File: src/uv_sphere_vertex_generator_assert.svh
// Assertion macros for the UV sphere vertex generator
`ifndef UV_SPHERE_VERTEX_GENERATOR_ASSERT_SVH
`define UV_SPHERE_VERTEX_GENERATOR_ASSERT_SVH
`ifndef SYNTHESIS
`define UVS_ASSERT(label, prop, msg) \
    label: assert property (@(posedge aclk) disable iff (!aresetn) prop) else $error(msg);
`define UVS_ASSERT_RST(label, prop, msg) \
    label: assert property (@(posedge aclk) prop) else $error(msg);
`else
`define UVS_ASSERT(label, prop, msg)
`define UVS_ASSERT_RST(label, prop, msg)
`endif
`endif

File: src/uvs_pkg.sv
// Shared types, constants and helper functions for the UV sphere vertex generator
package uvs_pkg;

    localparam int MAX_RINGS     = 255;
    localparam int MAX_SLICES    = 255;
    localparam int CORDIC_STAGES = 16;
    localparam int DIV_STEPS     = 40;
    localparam int QW            = 33;
    localparam int CW            = 33;

    localparam logic [7:0] RING_LIM  = 8'(MAX_RINGS);
    localparam logic [7:0] SLICE_LIM = 8'(MAX_SLICES);

    localparam logic [31:0]          PI_Q30      = 32'd3373259426;
    localparam logic signed [CW-1:0] CORDIC_GAIN = 33'sd652032874;
    localparam logic signed [15:0]   ONE_Q14     = 16'sd16384;

    localparam logic [1:0] REG_STACK_COUNT   = 2'd0;
    localparam logic [1:0] REG_SECTOR_COUNT  = 2'd1;
    localparam logic [1:0] REG_SPHERE_RADIUS = 2'd2;

    localparam logic [7:0]  RST_STACK_COUNT   = 8'd16;
    localparam logic [7:0]  RST_SECTOR_COUNT  = 8'd32;
    localparam logic [15:0] RST_SPHERE_RADIUS = 16'd256;

    typedef struct packed {
        logic [7:0]    rem;
        logic [7:0]    dvd;
        logic [QW-1:0] quo;
    } div_t;

    typedef struct packed {
        logic signed [CW-1:0] x;
        logic signed [CW-1:0] y;
        logic signed [CW-1:0] z;
        logic [1:0]           quad;
    } rot_t;

    typedef struct packed {
        logic [15:0] vidx;
        logic [15:0] lidx;
        logic        quad;
        logic        beyond;
        logic        ring_ge;
        logic        slice_ge;
    } side_t;

    typedef struct packed {
        logic [16:0] tu;
        logic [16:0] tv;
    } tex_t;

    typedef struct packed {
        logic signed [15:0] c;
        logic signed [15:0] s;
    } trig_t;

    function automatic logic signed [CW-1:0] atan_q30(input int i);
        logic signed [CW-1:0] a;
        case (i)
            0:  a = 33'sh3243F6A8;
            1:  a = 33'sh1DAC6705;
            2:  a = 33'sh0FADBAFC;
            3:  a = 33'sh07F56EA6;
            4:  a = 33'sh03FEAB76;
            5:  a = 33'sh01FFD55B;
            6:  a = 33'sh00FFFAAA;
            7:  a = 33'sh007FFF55;
            8:  a = 33'sh003FFFEA;
            9:  a = 33'sh001FFFFD;
            10: a = 33'sh000FFFFF;
            11: a = 33'sh0007FFFF;
            12: a = 33'sh0003FFFF;
            13: a = 33'sh0001FFFF;
            14: a = 33'sh0000FFFF;
            15: a = 33'sh00007FFF;
            16: a = 33'sh00003FFF;
            17: a = 33'sh00001FFF;
            18: a = 33'sh00000FFF;
            19: a = 33'sh000007FF;
            20: a = 33'sh000003FF;
            21: a = 33'sh000001FF;
            22: a = 33'sh000000FF;
            23: a = 33'sh0000007F;
            default: a = '0;
        endcase
        return a;
    endfunction

    function automatic logic [7:0] clamp_count(input logic [7:0] v, input logic [7:0] mx);
        if (v == 8'd0) begin
            return 8'd1;
        end else if (v > mx) begin
            return mx;
        end
        return v;
    endfunction

    function automatic logic signed [15:0] sat_q14(input logic signed [19:0] v);
        if (v > 20'sd16384) begin
            return ONE_Q14;
        end else if (v < -20'sd16384) begin
            return -ONE_Q14;
        end
        return v[15:0];
    endfunction

    function automatic logic signed [15:0] round_q30(input logic signed [CW-1:0] v);
        logic signed [CW:0] s;
        s = {v[CW-1], v} + 34'sd32768;
        return sat_q14({{2{s[CW]}}, s[CW:16]});
    endfunction

    function automatic trig_t fold_quad(input rot_t r);
        logic signed [CW-1:0] cx;
        logic signed [CW-1:0] sy;
        trig_t t;
        case (r.quad)
            2'd0: begin
                cx = r.x;
                sy = r.y;
            end
            2'd1: begin
                cx = -r.y;
                sy = r.x;
            end
            2'd2: begin
                cx = -r.x;
                sy = -r.y;
            end
            default: begin
                cx = r.y;
                sy = -r.x;
            end
        endcase
        t.c = round_q30(cx);
        t.s = round_q30(sy);
        return t;
    endfunction

endpackage

File: src/uvs_cordic_cell.sv
// One CORDIC rotation cell: one micro-rotation per cell
module uvs_cordic_cell
    import uvs_pkg::*;
(
    input  logic                 aclk,
    input  logic                 en,
    input  logic [4:0]           shamt,
    input  logic signed [CW-1:0] angle,
    input  rot_t                 rot_i,
    output rot_t                 rot_o
);

    rot_t                 rot_reg;
    rot_t                 rot_next;
    logic signed [CW-1:0] dx;
    logic signed [CW-1:0] dy;

    always_comb begin
        dx            = rot_i.y >>> shamt;
        dy            = rot_i.x >>> shamt;
        rot_next.quad = rot_i.quad;
        if (!rot_i.z[CW-1]) begin
            rot_next.x = rot_i.x - dx;
            rot_next.y = rot_i.y + dy;
            rot_next.z = rot_i.z - angle;
        end else begin
            rot_next.x = rot_i.x + dx;
            rot_next.y = rot_i.y - dy;
            rot_next.z = rot_i.z + angle;
        end
    end

    always_ff @(posedge aclk) begin
        if (en) begin
            rot_reg <= rot_next;
        end
    end

    assign rot_o = rot_reg;

endmodule

File: config.mk
export PLATFORM = sky130hd
export DESIGN_NAME = uvs_cordic_cell
export DESIGN_NICKNAME = d
export VERILOG_FILES = /design/src/uv_sphere_vertex_generator_assert.svh /design/src/uvs_pkg.sv /design/src/uvs_cordic_cell.sv
export SDC_FILE = /design/constraint.sdc
export NUM_CORES = 1
export LEC_CHECK = 0
export ABC_AREA = 1
export BUFFER_PORTS_ARGS = -buffer_cell sky130_fd_sc_hd__buf_2
export CAP_MARGIN = 10
export CORE_MARGIN = 2
export CORE_UTILIZATION = 50
export CTS_CLUSTER_DIAMETER = 80
export DETAILED_ROUTE_END_ITERATION = 7
export GPL_ROUTABILITY_DRIVEN = 0
export GPL_TIMING_DRIVEN = 0
export PLACE_DENSITY = 0.72
export SKIP_LAST_GASP = 1
export SLEW_MARGIN = 20
export SYNTH_ARGS = -nofsm -noshare
export SYNTH_HDL_FRONTEND = slang
export SYNTH_SLANG_ARGS = --single-unit
File: constraint.sdc
create_clock -name aclk -period 5.3 [get_ports aclk]
set_clock_uncertainty 0.1 [all_clocks]
set_input_delay 0.265 -clock aclk [delete_from_list [all_inputs] [get_ports aclk]]
set_output_delay 0.265 -clock aclk [all_outputs]
set_load 0.02 [all_outputs]
## Word level (Yosys, flattened, before mapping)

Cells that the tools add are included.

- Bits of input ports: 141
- Output and inout port bits: 101
- Bits in registers: 101
- Logic and storage cells: 13

- Add/sub/neg operators: 6
- Shift operators: 2
- Muxes and demuxes: 1

Operator list:

| operator | count |
|---|---|
| 33-bit adder | 3 |
| 99-bit two-way mux | 1 |
| 33-bit subtractor | 3 |
| 33-bit by 5-bit >>> shifter with 33-bit output | 2 |

## Longest topological paths before layout

- Depth in word-level cells: 3
- Gate-level depth with buffers: 32

## Worst setup path before layout

OpenSTA, ideal clock, no wires.

- Path type: input to register
- Start point: input shamt[1]
- End point: register rot_reg (netlist bit rot_o[98]) (data pin)
- Path buffers: 2
- Setup slack: 1.443 ns
- Required time: 4.932 ns
- Arrival: 3.488 ns
- Stages: 25
- Library setup time: 0.268 ns
- Cells stage by stage: buf_4 -> inv_4 -> buf_2 -> nand3_1 -> nand3_1 -> nand3_1 -> nand2_1 -> nand2_1 -> nand2_1 -> ha_1 -> nand3_2 -> nor2_4 -> nand2_1 -> o21ai_2 -> xor2_1 -> inv_1 -> ha_1 -> nand2_1 -> nor4_1 -> nand2_1 -> o211ai_1 -> nand2_1 -> nand2_1 -> a211oi_1 -> xor2_1

RTL lines:

| element | line | source |
|---|---|---|
| from (decl) | uvs_cordic_cell.sv:7 | `input logic [4:0] shamt,` |
| to (signal assigned) | uvs_cordic_cell.sv:35 | `rot_reg <= rot_next;` |
| to (decl) | uvs_cordic_cell.sv:13 | `rot_t rot_reg;` |

==> key figures <==
Timing
  • Least-Margin Pin Slew: 1.09 ns
  • Minimum clock period: 4.97 ns
  • Final Hold Viols: 0
  • RSZ-0062 raised after global routing: no
  • Final Setup Violations: 0
  • Max Clk Rate: 201 MHz
  • Final period util: 0.937
  • Slew headroom: 0.273
  • Setup TNS: 0 ns
  • Final Max Tran Viols: 0
  • Hold Slack: 0.100 ns

Final layout
  • Fillers: 2927
  • Area of the multi-input gates: roughly 0.010 mm^2
  • Final net count: 2797
  • Post-layout instance area: 0.0164 mm^2
  • Area grow syn2layout: 13.8%
  • Max FFs per register: just over 100
  • Commonest non-fill, non-tap cell in the layout: nand2_1
  • Final core utilization: 0.573
  • Register area: slightly above 0.003 mm^2
  • Commonest cells after routing, fill and taps aside: nand2_1, nand3_1, buf_2, nor2_1, inv_1
  • Ratio of cells with drive above 1 in the final layout: 0.125

Power
  • Lkg Pwr: 8.22 nW
  • Power Dens Cells: about 270 mW/mm^2
  • Pwr Total: 4.36 mW
  • Worst VDD drop: 0.149 mV

Critical path
  • CP cell instances: buf_4, inv_4, buf_2, nand3_1, nand3_1, nand3_1, nand3_1, o21a_1, ha_1, nand3_1, nor2_2, nand2_1, o21ai_2, xor2_1, ha_1, nand2_1, nor4_1, nand2_1, o211ai_1, nand2_1, nand2_1, nand2_1, o2111ai_1, xor2_1
  • Worst path slowest cell: nor4_1
  • Most common cell on crit path: nand2_1
  • Critical path's top delay family: simple AND/OR/NAND/NOR gates
  • Critical Path RT: 5.32 ns
  • Critical Path End: rot_o[64]
  • CP endpoint kind: register
  • Worst setup SP type: primary input
  • Worst Path Buf+Inv: 3
  • CP Launch Point: shamt[1]
  • CP Depth: 24
  • Setup CP Type: primary input to register
  • Critical path's largest stage delay: 0.57 ns
  • Worst-path maximum fanout: 10
  • CP arrival: 4.99 ns

Synth
  • Syn Area/Cell: 6.24 um^2
  • Most used DFF post-synth: edfxtp_1
  • #FFs+latches synth: 101
  • Synth warnings: 0
  • Yosys cell types: 42
  • Post-synth EDFFs: 101
  • Post-Syn Instances: 2305
  • Sequential fraction of the synthesis area: 0.211
  • Syn nets: 2549
  • Synthesized area: 0.0144 mm^2
  • Synth async-reset ratio: 0

GRT
  • Initial antenna violation count: 2
  • Vias in the first global route: around 16000
  • GRT Overall Usage: 0.348
  • Largest net degree at the start of global routing: 67
  • First-pass GRT wire length: 82.6 mm
  • Global route overflow: 0

Detailed routing
  • Routed WL: 54.2 mm
  • Vias/cell: 5.97
  • DR vias: 17600
  • Routed Antenna Nets: 0
  • Drt drc: 17
  • Starting DRT DRC Count: approximately 2700
  • Pre-antenna DRT Iters: 8
  • Wire length per cell: around 18 um

Clocking
  • H-tree levels: 3
  • Clock Tree Buf Depth: 2
  • Cts bufs inserted: 9
  • Clock transition at path regs: 0.08 ns
  • TritonCTS clock tree: yes
  • Post-CTS Setup Bufs: 0
  • Root Driver: clkbuf_16
  • Clock Sinks: 101

Place
  • Port Buffers: 234
  • Placed Area: 0.0161 mm^2
  • Post-DP HPWL: 44.3 mm

Floorplanning
  • Area of the core: 0.0285 mm^2
  • Row Count: 62
  • DIE AREA: about 0.030 mm^2
  • Die Width: 174 um
  • Initial Util: 0.504
  • Io pins: roughly 240
  • Die height: roughly 170 um

Run status
  • Failing checks: design-rule violations
  • Outcome: finished, violations left

Flow run
  • # Max-Cap Violations: 0

Min path
  • Hold Crit Class: primary input to register
  • Hold wc startpoint: rot_i[2]
==> worst min path at each step <==
stage               endpoint  slack [ns]  cells after the start
finish              rot_o[2]        0.10                      2
global route        rot_o[2]        0.11                      2
CTS                 rot_o[2]         0.1                      2
detailed placement  rot_o[0]        0.35                      1
global placement    rot_o[0]        0.34                      1
floorplan           rot_o[0]        0.26                      0
==> layer usage <==
| layer | vias to the layer above | track usage | share of wire |
|---|---|---|---|
| met3 | 253 | 0.0787 | 0.13 |
| met4 | 2 | 0.201 | 0.075 |
| met5 | - | 0 | 0.00024 |
| met2 | 1259 | 0.515 | 0.40 |
| li1 | 8258 | - | - |
| met1 | 7803 | 0.467 | 0.39 |
==> final cells by class <==
| type | count | share of cell area |
|---|---|---|
| plain buffers | 82 | 0.0247 |
| clock buffers | 10 | 0.0140 |
| flip-flops and latches | 101 | 0.185 |
| inverters | 181 | 0.0417 |
| multi-input cells | 1941 | 0.627 |
| diodes | 3 | 0.000459 |
| well taps | 384 | 0.0294 |
| clock inverters | 6 | 0.00229 |
| repair buffers | 237 | 0.0749 |
==> logic make-up after synthesis <==
| family | after synthesis | synth area share |
|---|---|---|
| and+or+nand+nor | 1401 | 0.417 |
| DFF | 101 | 0.211 |
| buffers and inverters | 263 | 0.0753 |
| xor gates and xnor gates | 164 | 0.0999 |
| adders and majority gates | 103 | 0.0912 |
| AOI/OAI and AO/OA | 273 | 0.106 |
==> synth_stat cells, types with 15 or more instances <==
| library cell | instances | share of area |
|---|---|---|
| a21oi_1 | 119 | 0.041 |
| buf_1 | 17 | 0.0044 |
| buf_2 | 26 | 0.0090 |
| clkbuf_1 | 28 | 0.0073 |
| edfxtp_1 | 101 | 0.21 |
| ha_1 | 100 | 0.087 |
| inv_1 | 170 | 0.044 |
| nand2_1 | 720 | 0.19 |
| nand3_1 | 422 | 0.15 |
| nand4_1 | 19 | 0.0083 |
| nor2_1 | 176 | 0.046 |
| nor3_1 | 22 | 0.0077 |
| nor4_1 | 15 | 0.0065 |
| o21a_1 | 16 | 0.0084 |
| o21ai_0 | 82 | 0.029 |
| xnor2_1 | 46 | 0.028 |
| xor2_1 | 118 | 0.072 |
==> power by group <==
part	internal [mW]	switching (mW)	leakage (nW)
clock	0.318	0.323	0.128
sequential	1.18	0.0457	0.988
combinational	0.827	1.67	7.11
total	2.32	2.04	8.22
==> per-stage QoR <==
stage,setup slack (ns),std cells
floorplan,1.44,2305
global placement,0.250,2923
detailed placement,0.256,2924
CTS,0.631,2942
global route,0.00241,2942
finish,0.333,2945
==> what timing repair did <==
action / 4_1_cts / 5_1_grt
gates resized for setup: 0 / 5
endpoints found under the setup margin: 0 / 1
hold buffers: 2 / 0
endpoints found under the hold margin: 2 / 0
Power figures use the tool's default switching activity.
