[config.mk]
export PLATFORM = sky130hd
export DESIGN_NAME = uvs_div_cell
export DESIGN_NICKNAME = d
export VERILOG_FILES = /design/src/uv_sphere_vertex_generator_assert.svh /design/src/uvs_pkg.sv /design/src/uvs_div_cell.sv
export SDC_FILE = /design/constraint.sdc
export NUM_CORES = 1
export LEC_CHECK = 0
export BUFFER_PORTS_ARGS = -buffer_cell sky130_fd_sc_hd__buf_2
export CORE_MARGIN = 3
export CORE_UTILIZATION = 40
export DETAILED_ROUTE_END_ITERATION = 7
export PLACE_DENSITY = 0.81
export SLEW_MARGIN = 15
export SYNTH_ARGS = -nofsm -noshare
export SYNTH_HDL_FRONTEND = slang
export SYNTH_SLANG_ARGS = --single-unit
export TNS_END_PERCENT = 100
[constraint.sdc]
create_clock -name aclk -period 1.9 [get_ports aclk]
set_input_delay 0.095 -clock aclk [delete_from_list [all_inputs] [get_ports aclk]]
set_output_delay 0.095 -clock aclk [all_outputs]
set_load 0.03 [all_outputs]
[src/uv_sphere_vertex_generator_assert.svh]
// Assertion macros for the UV sphere vertex generator
`ifndef UV_SPHERE_VERTEX_GENERATOR_ASSERT_SVH
`define UV_SPHERE_VERTEX_GENERATOR_ASSERT_SVH
`ifndef SYNTHESIS
`define UVS_ASSERT(label, prop, msg) \
    label: assert property (@(posedge aclk) disable iff (!aresetn) prop) else $error(msg);
`define UVS_ASSERT_RST(label, prop, msg) \
    label: assert property (@(posedge aclk) prop) else $error(msg);
`else
`define UVS_ASSERT(label, prop, msg)
`define UVS_ASSERT_RST(label, prop, msg)
`endif
`endif

[src/uvs_pkg.sv]
// Shared types, constants and helper functions for the UV sphere vertex generator
package uvs_pkg;

    localparam int MAX_RINGS     = 255;
    localparam int MAX_SLICES    = 255;
    localparam int CORDIC_STAGES = 16;
    localparam int DIV_STEPS     = 40;
    localparam int QW            = 33;
    localparam int CW            = 33;

    localparam logic [7:0] RING_LIM  = 8'(MAX_RINGS);
    localparam logic [7:0] SLICE_LIM = 8'(MAX_SLICES);

    localparam logic [31:0]          PI_Q30      = 32'd3373259426;
    localparam logic signed [CW-1:0] CORDIC_GAIN = 33'sd652032874;
    localparam logic signed [15:0]   ONE_Q14     = 16'sd16384;

    localparam logic [1:0] REG_STACK_COUNT   = 2'd0;
    localparam logic [1:0] REG_SECTOR_COUNT  = 2'd1;
    localparam logic [1:0] REG_SPHERE_RADIUS = 2'd2;

    localparam logic [7:0]  RST_STACK_COUNT   = 8'd16;
    localparam logic [7:0]  RST_SECTOR_COUNT  = 8'd32;
    localparam logic [15:0] RST_SPHERE_RADIUS = 16'd256;

    typedef struct packed {
        logic [7:0]    rem;
        logic [7:0]    dvd;
        logic [QW-1:0] quo;
    } div_t;

    typedef struct packed {
        logic signed [CW-1:0] x;
        logic signed [CW-1:0] y;
        logic signed [CW-1:0] z;
        logic [1:0]           quad;
    } rot_t;

    typedef struct packed {
        logic [15:0] vidx;
        logic [15:0] lidx;
        logic        quad;
        logic        beyond;
        logic        ring_ge;
        logic        slice_ge;
    } side_t;

    typedef struct packed {
        logic [16:0] tu;
        logic [16:0] tv;
    } tex_t;

    typedef struct packed {
        logic signed [15:0] c;
        logic signed [15:0] s;
    } trig_t;

    function automatic logic signed [CW-1:0] atan_q30(input int i);
        logic signed [CW-1:0] a;
        case (i)
            0:  a = 33'sh3243F6A8;
            1:  a = 33'sh1DAC6705;
            2:  a = 33'sh0FADBAFC;
            3:  a = 33'sh07F56EA6;
            4:  a = 33'sh03FEAB76;
            5:  a = 33'sh01FFD55B;
            6:  a = 33'sh00FFFAAA;
            7:  a = 33'sh007FFF55;
            8:  a = 33'sh003FFFEA;
            9:  a = 33'sh001FFFFD;
            10: a = 33'sh000FFFFF;
            11: a = 33'sh0007FFFF;
            12: a = 33'sh0003FFFF;
            13: a = 33'sh0001FFFF;
            14: a = 33'sh0000FFFF;
            15: a = 33'sh00007FFF;
            16: a = 33'sh00003FFF;
            17: a = 33'sh00001FFF;
            18: a = 33'sh00000FFF;
            19: a = 33'sh000007FF;
            20: a = 33'sh000003FF;
            21: a = 33'sh000001FF;
            22: a = 33'sh000000FF;
            23: a = 33'sh0000007F;
            default: a = '0;
        endcase
        return a;
    endfunction

    function automatic logic [7:0] clamp_count(input logic [7:0] v, input logic [7:0] mx);
        if (v == 8'd0) begin
            return 8'd1;
        end else if (v > mx) begin
            return mx;
        end
        return v;
    endfunction

    function automatic logic signed [15:0] sat_q14(input logic signed [19:0] v);
        if (v > 20'sd16384) begin
            return ONE_Q14;
        end else if (v < -20'sd16384) begin
            return -ONE_Q14;
        end
        return v[15:0];
    endfunction

    function automatic logic signed [15:0] round_q30(input logic signed [CW-1:0] v);
        logic signed [CW:0] s;
        s = {v[CW-1], v} + 34'sd32768;
        return sat_q14({{2{s[CW]}}, s[CW:16]});
    endfunction

    function automatic trig_t fold_quad(input rot_t r);
        logic signed [CW-1:0] cx;
        logic signed [CW-1:0] sy;
        trig_t t;
        case (r.quad)
            2'd0: begin
                cx = r.x;
                sy = r.y;
            end
            2'd1: begin
                cx = -r.y;
                sy = r.x;
            end
            2'd2: begin
                cx = -r.x;
                sy = -r.y;
            end
            default: begin
                cx = r.y;
                sy = -r.x;
            end
        endcase
        t.c = round_q30(cx);
        t.s = round_q30(sy);
        return t;
    endfunction

endpackage

[src/uvs_div_cell.sv]
// One restoring-division cell: one quotient bit per cell
module uvs_div_cell
    import uvs_pkg::*;
(
    input  logic       aclk,
    input  logic       en,
    input  logic [7:0] divisor,
    input  div_t       div_i,
    output div_t       div_o
);

    div_t       div_reg;
    div_t       div_next;
    logic [8:0] trial;
    logic [8:0] diff;
    logic       ge;

    always_comb begin
        trial         = {div_i.rem, div_i.dvd[7]};
        diff          = trial - {1'b0, divisor};
        ge            = trial >= {1'b0, divisor};
        div_next.rem  = ge ? diff[7:0] : trial[7:0];
        div_next.dvd  = {div_i.dvd[6:0], 1'b0};
        div_next.quo  = {div_i.quo[QW-2:0], ge};
    end

    always_ff @(posedge aclk) begin
        if (en) begin
            div_reg <= div_next;
        end
    end

    assign div_o = div_reg;

endmodule

Yosys cells after proc, flatten, opt, wreduce, memory -nomap -nowiden:

Cells that the tools add are included.

* bits in registers: 48
* bits in latches: 0
* bits in writable memories: 0
* ROM bits: 0
* input port bits: 59
* output and inout bits: 49
* word-level logic and storage cells: 6
* memories kept: 0

* $add $sub $neg: 1
* multiply operators: 0
* divide/modulo/power cells: 0
* order comparisons: 1
* eq/ne operators: 0
* shift operators: 0
* mux-type cells: 1
* bitwise operators: 0
* reduce and logical (&&, ||, !) cells: 0

Operator list (count)
* 9-bit by 8-bit greater-or-equal comparator with 1-bit output: 1
* 8-bit 2-to-1 mux: 1
* 8-bit subtractor: 1

Logic depth before layout (Yosys ltp):

Gate-level depths: netlist of the first run.

* depth after elaboration: 2
* mapped depth: 9
* depth with buffers taken out: 8

Least setup slack after synthesis of the first run:

OpenSTA, ideal clock, no wires.

* kind: input to register
* start point: in divisor[6]
* end point: reg div_reg (netlist bit div_o[43]) (data pin)
* setup time: 0.260 ns
* arrival time: 1.631 ns
* required time: 1.640 ns
* path slack: 0.009 ns
* stages: 7
* path buffers: 1
* path through: inv_1 > ha_1 > a21o_1 > a2111oi_2 > o21a_1 > buf_6 > mux2_4

RTL lines
* start, declared: line uvs_div_cell.sv:7 `input logic [7:0] divisor,`
* end signal, assigned: line uvs_div_cell.sv:29 `div_reg <= div_next;`
* end, declared: line uvs_div_cell.sv:12 `div_t div_reg;`

==> run_results.csv, run 1 <==
group,metric,value,unit
die,start_util,41.89,%
cts,cts-resized-gates,0,
power_and_ir_drop,p_sw_share,25.03,%
power_and_ir_drop,clockPowerShare,29.2,%
die,io_pins,108,
routing,drcViolationCount,0,
placement,placed_area,0.002754,mm²
die,fp.dieArea,0.005862,mm²
synthesis,ys_ff_latch,48,
cells_and_area,layout.nets,353,
synthesis,synthMuxAreaShare,5.528,%
cts,root_buffer,"clkbuf_8",
die,dieWidth,76.57,µm
setup_path,worstPathArrival,1.81,ns
placement,io_buffers,105,
setup_path,critical_path.slowest_cell,"fa_1",
setup_path,crit_chain,"buf_2 > inv_1 > ha_1 > fa_1 > nor2b_1 > o31a_1 > nor4_1 > a311o_1 > mux2_4",
die,num_rows,25,
synthesis,synth_warnings,0,
setup_path,crit_family,"adder cells",
cts,h-tree-depth,2,
routing,drtPass1Iterations,4,
setup_path,critPathMaxFanout,2,
sta,finalMaxSlewViolations,0,
routing,ant_nets,0,
routing,vias,1579,
power_and_ir_drop,p_leak,1.492,nW
setup_path,critPathLaunchType,"input port",
placement,pre_cts_ws,-0.1711,ns
cells_and_area,drive_above_1_share,50.18,%
synthesis,synth_compound_gate_area_share,6.972,%
synthesis,synth_area_per_cell,17.17,µm²
min_path,holdCritPathClass,"in -> reg",
routing,drt-initial-drc-count,70,
sta,period_needed,1.767,ns
die,design.core.area,0.004755,mm²
cells_and_area,areaGrowthSynthToFinish,64.32,%
power_and_ir_drop,vdd_drop_max,0.0004353,V
grt,grt_usage,16.81,%
grt,antenna_found_initial,0,
sta,finalHoldViolations,0,
cts,cts_tree,"done",
cts,cts_buffer_depth,2,
sta,grt_setup_unrepaired,"no",
synthesis,synth_cell_types,31,
grt,grt_max_degree,27,
cts,path_clk_slew,0.08,ns
grt,first_global_vias,1569,
setup_path,cpPeakStageDelay,0.41,ns
cells_and_area,final_area,0.003273,mm²
cells_and_area,diodes,0,
flow_run,cap_violations,0,
setup_path,crit_type,"in -> reg",
power_and_ir_drop,p_sw,0.0007001,W
cells_and_area,largest_reg_flops,48,
sta,fmax,565.8,MHz
status,status,"complete, no violations",
placement,hpwl,3322,µm
sta,relSlewSlack,64.85,%
setup_path,cp_num_buf_inv,2,
synthesis,synthCells,116,
sta,worstMarginPinSlew,0.5272,ns
cts,numCtsBuffers,5,
power_and_ir_drop,comb_power_share,24.3,%
sta,setup_viol,0,
synthesis,synth_top_family_by_area,"compound AO/OA/AOI/OAI gates",
setup_path,worstPathRequired,1.94,ns
sta,fin_crit_sh,93.02,%
power_and_ir_drop,power_per_cell_area,854.7,mW/mm²
grt,grt_pass1_wl,7748,µm
power_and_ir_drop,intPower,0.002097,W
routing,vias_per_cell,4.486,
synthesis,synth_area,0.001992,mm²
placement,place_congestion,0.8035,
synthesis,synthXorXnorAreaFrac,1.319,%
cts,clock-sinks,48,
die,die_h,76.57,µm
setup_path,crit_path_end_kind,"flop",
cells_and_area,fin_cells,352,
synthesis,syn-num-nets,184,
grt,grt-ovfl-total,0,
sta,setup_ws,0.1325,ns
synthesis,seq_area_frac_synth,72.36,%
placement,placed_cells,306,
power_and_ir_drop,power_frac_seq,46.5,%
routing,wl_per_cell,13.41,µm
cells_and_area,final_core_util,68.84,%
routing,wirelength,4722,µm
synthesis,synth_adder_area_share,6.030,%
synthesis,synthSimpleGateAreaFrac,3.832,%
[worst paths after layout]
kind / cells past startpoint / from / slack (ns) / end
worst min-delay path: 2 / div_i[44] / 0.14 / div_o[45]
worst max-delay path: 9 / div_i[40] / 0.13 / div_o[47]
[logic make-up after synthesis]
| logic type | after synthesis |
|---|---|
| and+or+nand+nor | 15 |
| xor gates and xnor gates | 3 |
| DFF | 48 |
| muxes | 8 |
| AOI/OAI and AO/OA | 17 |
| other | 1 |
| buffers and inverters | 15 |
| adders and majority gates | 9 |
[power groups by stage]
stage	Clock (W)	Combinational (W)	Sequential, W
6_report	0.000817	0.000679	0.00130
5_1_grt	0.000878	0.000729	0.00131
4_1_cts	0.000843	0.000683	0.00130
3_5_place_dp	0	0.000618	0.00132
3_3_place_gp	0	0.000607	0.00132
2_1_floorplan	0	0.000175	0.00153
[synthesized netlist by cell type]
| cell type | instances | share of area [%] |
|---|---|---|
| buf_4 | 1 | 0.38 |
| a21o_1 | 2 | 0.75 |
| a211oi_1 | 1 | 0.38 |
| a21oi_1 | 2 | 0.50 |
| xnor2_1 | 3 | 1.3 |
| mux2_4 | 6 | 4.5 |
| a21o_2 | 1 | 0.44 |
| inv_1 | 12 | 2.3 |
| nand2b_1 | 2 | 0.63 |
| fa_1 | 1 | 1.0 |
| nand2_1 | 1 | 0.19 |
| nor4_1 | 1 | 0.31 |
| mux2i_1 | 2 | 1.0 |
| nor2_1 | 4 | 0.75 |
| a211oi_2 | 1 | 0.63 |
| a311o_1 | 1 | 0.50 |
| a31oi_1 | 1 | 0.31 |
| a211o_1 | 1 | 0.44 |
| o311a_2 | 1 | 0.57 |
| nor3b_1 | 1 | 0.38 |
| edfxtp_1 | 48 | 72 |
| nor2b_1 | 1 | 0.31 |
| conb_1 | 1 | 0.19 |
| o21a_1 | 2 | 0.75 |
| nand3_1 | 2 | 0.50 |
| ha_1 | 8 | 5.0 |
| buf_6 | 2 | 1.1 |
| o21ai_0 | 2 | 0.50 |
| a2111oi_2 | 1 | 0.75 |
| o31a_1 | 1 | 0.44 |
| nor3_1 | 3 | 0.75 |
[layout by cell type (no fill, tap or decap), types with 2 or more instances in the layout]
master         instances
inv_1                 12
buf_4                 19
buf_12                 2
nor3_1                 3
mux2i_1                2
buf_2                105
nor2_1                 4
nand2b_1               2
dlygate4sd3_1         39
clkbuf_8               5
a21oi_1                2
bufinv_16              2
edfxtp_1              48
mux2_4                 6
o21ai_0                2
xnor2_1                3
ha_1                   8
nand3_1                2
o21a_1                 2
a21o_1                 2
[through the flow]
stage / hold WS (ns) / total power [W] / setup TNS [ns]
2_1_floorplan: 0.1939 / 0.001702 / 0
3_3_place_gp: 0.2714 / 0.001927 / -0.3216
3_5_place_dp: 0.2735 / 0.001941 / -0.5308
4_1_cts: 0.1214 / 0.002824 / 0
5_1_grt: 0.1290 / 0.002918 / 0
6_report: 0.1356 / 0.002797 / 0
[routing by layer]
layer	part of all wire (%)	track usage, %	wire length, µm
met1	39	18.90	1860
met2	49	29.35	2337
met3	9.7	6.501	458
met4	1.4	5.254	65
met5	0	0	0
[cell type report]
cell class | instances | area [µm²]
Tap cell | 67 | 83.83
Multi-Input combinational cell | 53 | 475.5
Fill cell | 333 | 1481
Sequential cell | 48 | 1441
Timing Repair Buffer | 165 | 1099
Clock buffer | 5 | 68.82
Inverter | 12 | 45.04
Clock inverter | 2 | 60.06
[what timing repair did]
| item | in CTS | in global routing |
|---|---|---|
| endpoints found under the setup margin | 0 | 0 |
| setup buffers | 0 | 0 |
| endpoints found under the hold margin | 39 | 0 |
| hold buffers | 39 | 0 |
Note: power is estimated with default switching activity, not from simulation.
==> inputs of run 2 (changes only) <==
--- a/config.mk
+++ b/config.mk
@@ -6,12 +6,14 @@
 export NUM_CORES = 1
 export LEC_CHECK = 0
 export BUFFER_PORTS_ARGS = -buffer_cell sky130_fd_sc_hd__buf_2
+export CAP_MARGIN = 40
+export CELL_PAD_IN_SITES_DETAIL_PLACEMENT = 0
+export CELL_PAD_IN_SITES_GLOBAL_PLACEMENT = 1
 export CORE_MARGIN = 3
-export CORE_UTILIZATION = 40
+export CORE_UTILIZATION = 31
 export DETAILED_ROUTE_END_ITERATION = 7
-export PLACE_DENSITY = 0.81
+export PLACE_DENSITY = 0.8
 export SLEW_MARGIN = 15
 export SYNTH_ARGS = -nofsm -noshare
 export SYNTH_HDL_FRONTEND = slang
 export SYNTH_SLANG_ARGS = --single-unit
-export TNS_END_PERCENT = 100
==> run 2 against run 1 <==
  * Routed wire length rose by 1.2%
  * Hold slack got worse by 0.0055 ns
  * Clock power fell by 14%
  * Via count fell by 1.3%
  * First-iteration DRC count fell by 70%
  * Core utilization fell by 15 points
  * Count of clock-buffer cells in the layout did not move
  * Setup slack improved by 0.017 ns
  * Combinational power barely moved
  * Largest power group unchanged
==> run_results.csv, run 2 (synthesis results as in run 1) <==
group,metric,value,unit
status,status,"complete, no violations",
grt,grt_max_degree,23,
die,num_rows,28,
flow_run,cap_violations,0,
cells_and_area,fill_cells,520,
cts,cts-resized-gates,0,
routing,vias_per_cell,4.292,
sta,finalMaxSlewViolations,0,
placement,hpwl,3570,µm
cells_and_area,areaGrowthSynthToFinish,64.07,%
cts,cts_buffer_depth,2,
cts,path_clk_slew,0.08,ns
cells_and_area,drive_above_1_share,50.35,%
grt,grt-ovfl-total,0,
sta,fin_crit_sh,92.12,%
die,dieWidth,86.16,µm
grt,busiest_layer,"met2",
die,die_h,86.16,µm
cells_and_area,final_common_cell,"buf_2",
setup_path,cp_num_buf_inv,2,
cts,numCtsBuffers,5,
sta,grt_setup_unrepaired,"no",
cts,clock-sinks,48,
setup_path,cpPeakStageDelay,0.42,ns
cells_and_area,final_area,0.003268,mm²
cts,root_buffer,"clkbuf_8",
sta,finalHoldViolations,0,
setup_path,crit_type,"in -> reg",
die,fp.dieArea,0.007424,mm²
power_and_ir_drop,power_per_cell_area,820.9,mW/mm²
setup_path,worstPathArrival,1.79,ns
setup_path,crit_path_end_kind,"flop",
min_path,holdCritPathClass,"in -> reg",
setup_path,crit_chain,"buf_2 > inv_1 > ha_1 > fa_1 > nor2b_1 > o31a_1 > nor4_1 > a311o_1 > mux2_4",
setup_path,critical_path.slowest_cell,"fa_1",
sta,setup_ws,0.1497,ns
cells_and_area,final_cell_mix,"buf_2, edfxtp_1, dlygate4sd3_1",
placement,placed_area,0.002766,mm²
routing,wl_per_cell,13.17,µm
routing,wirelength,4779,µm
min_path,min_path_cells,2,
cts,h-tree-depth,2,
grt,first_global_vias,1601,
die,design.core.area,0.006061,mm²
die,start_util,32.87,%
sta,setup_viol,0,
placement,place_congestion,0.8196,
setup_path,worstPathRequired,1.94,ns
grt,grt_util_met3,2.882,%
grt,grt_usage,12.83,%
power_and_ir_drop,vdd_drop_max,0.0004288,V
cts,cts_tree,"done",
cells_and_area,final_core_util,53.92,%
sta,hold_ws,0.1301,ns
sta,period_needed,1.750,ns
placement,pre_cts_ws,-0.1574,ns
cts,post-cts-setup-buffer-count,0,
sta,fmax,571.3,MHz
grt,grtUsageMet2,22.63,%
routing,drtPass1Iterations,3,
grt,grt_use_met1,15.01,%
setup_path,critPathMaxFanout,2,
routing,vias,1558,
routing,ant_nets,0,
power_and_ir_drop,p_leak,1.490,nW
routing,drcViolationCount,0,
setup_path,critPathLaunchType,"input port",
grt,grt_pass1_wl,7376,µm
die,io_pins,108,
sta,setup_tns,0,ns
grt,antenna_found_initial,0,
cells_and_area,largest_reg_flops,48,
min_path,worstHoldStart,"div_i[44]",
cells_and_area,layout.nets,355,
routing,drt-initial-drc-count,21,
placement,io_buffers,105,
cells_and_area,diodes,0,
setup_path,crit_family,"adder cells",
min_path,hold_path_end,"div_o[45]",
[run 2: layout make-up]
cell class	count	area, µm²	area share (%)
clock buffers	5	68.82	2.106
clock inverters	3	42.54	1.302
inverters	12	45.04	1.378
multi-input cells	53	475.5	14.55
flip-flops and latches	48	1441	44.10
well taps	75	93.84	2.871
repair buffers	167	1101	33.69
[run 2: how the worst max path moves through the flow]
stage | from | slack [ns] | to | depth (start not counted)
floorplan | divisor[6] | 0.009 | div_o[43] | 7
global placement | div_i[40] | -0.11 | div_o[47] | 9
detailed placement | div_i[40] | -0.16 | div_o[47] | 9
CTS | div_i[40] | 0.16 | div_o[47] | 9
global route | div_i[40] | 0.03 | div_o[47] | 9
finish | div_i[40] | 0.15 | div_o[47] | 9
[run 2: repair_timing]
| action | in CTS | in global routing |
|---|---|---|
| hold buffers | 39 | 0 |
| endpoints found under the hold margin | 39 | 0 |
| setup endpoints to repair | 0 | 0 |
[run 2: metal layers]
metal  up-vias  share of wire, %
met5         -                 0
met4         0              0.65
met3         2                10
met2        77                49
met1       704                41
li1        775                 -
[run 2: where the power goes]
group          total (W)  switching (W)  internal (W)  leakage, nW
clock network   0.000705       0.000316      0.000390       0.0558
logic           0.000678       0.000377      0.000301        0.964
registers        0.00130      0.0000227       0.00128        0.470
total            0.00268       0.000715       0.00197         1.49
[run 2: per-stage QoR]
step	instances	power [W]
floorplan	116	0.001702
global placement	316	0.001932
detailed placement	316	0.001946
CTS	363	0.002731
global route	363	0.002821
finish	363	0.002683
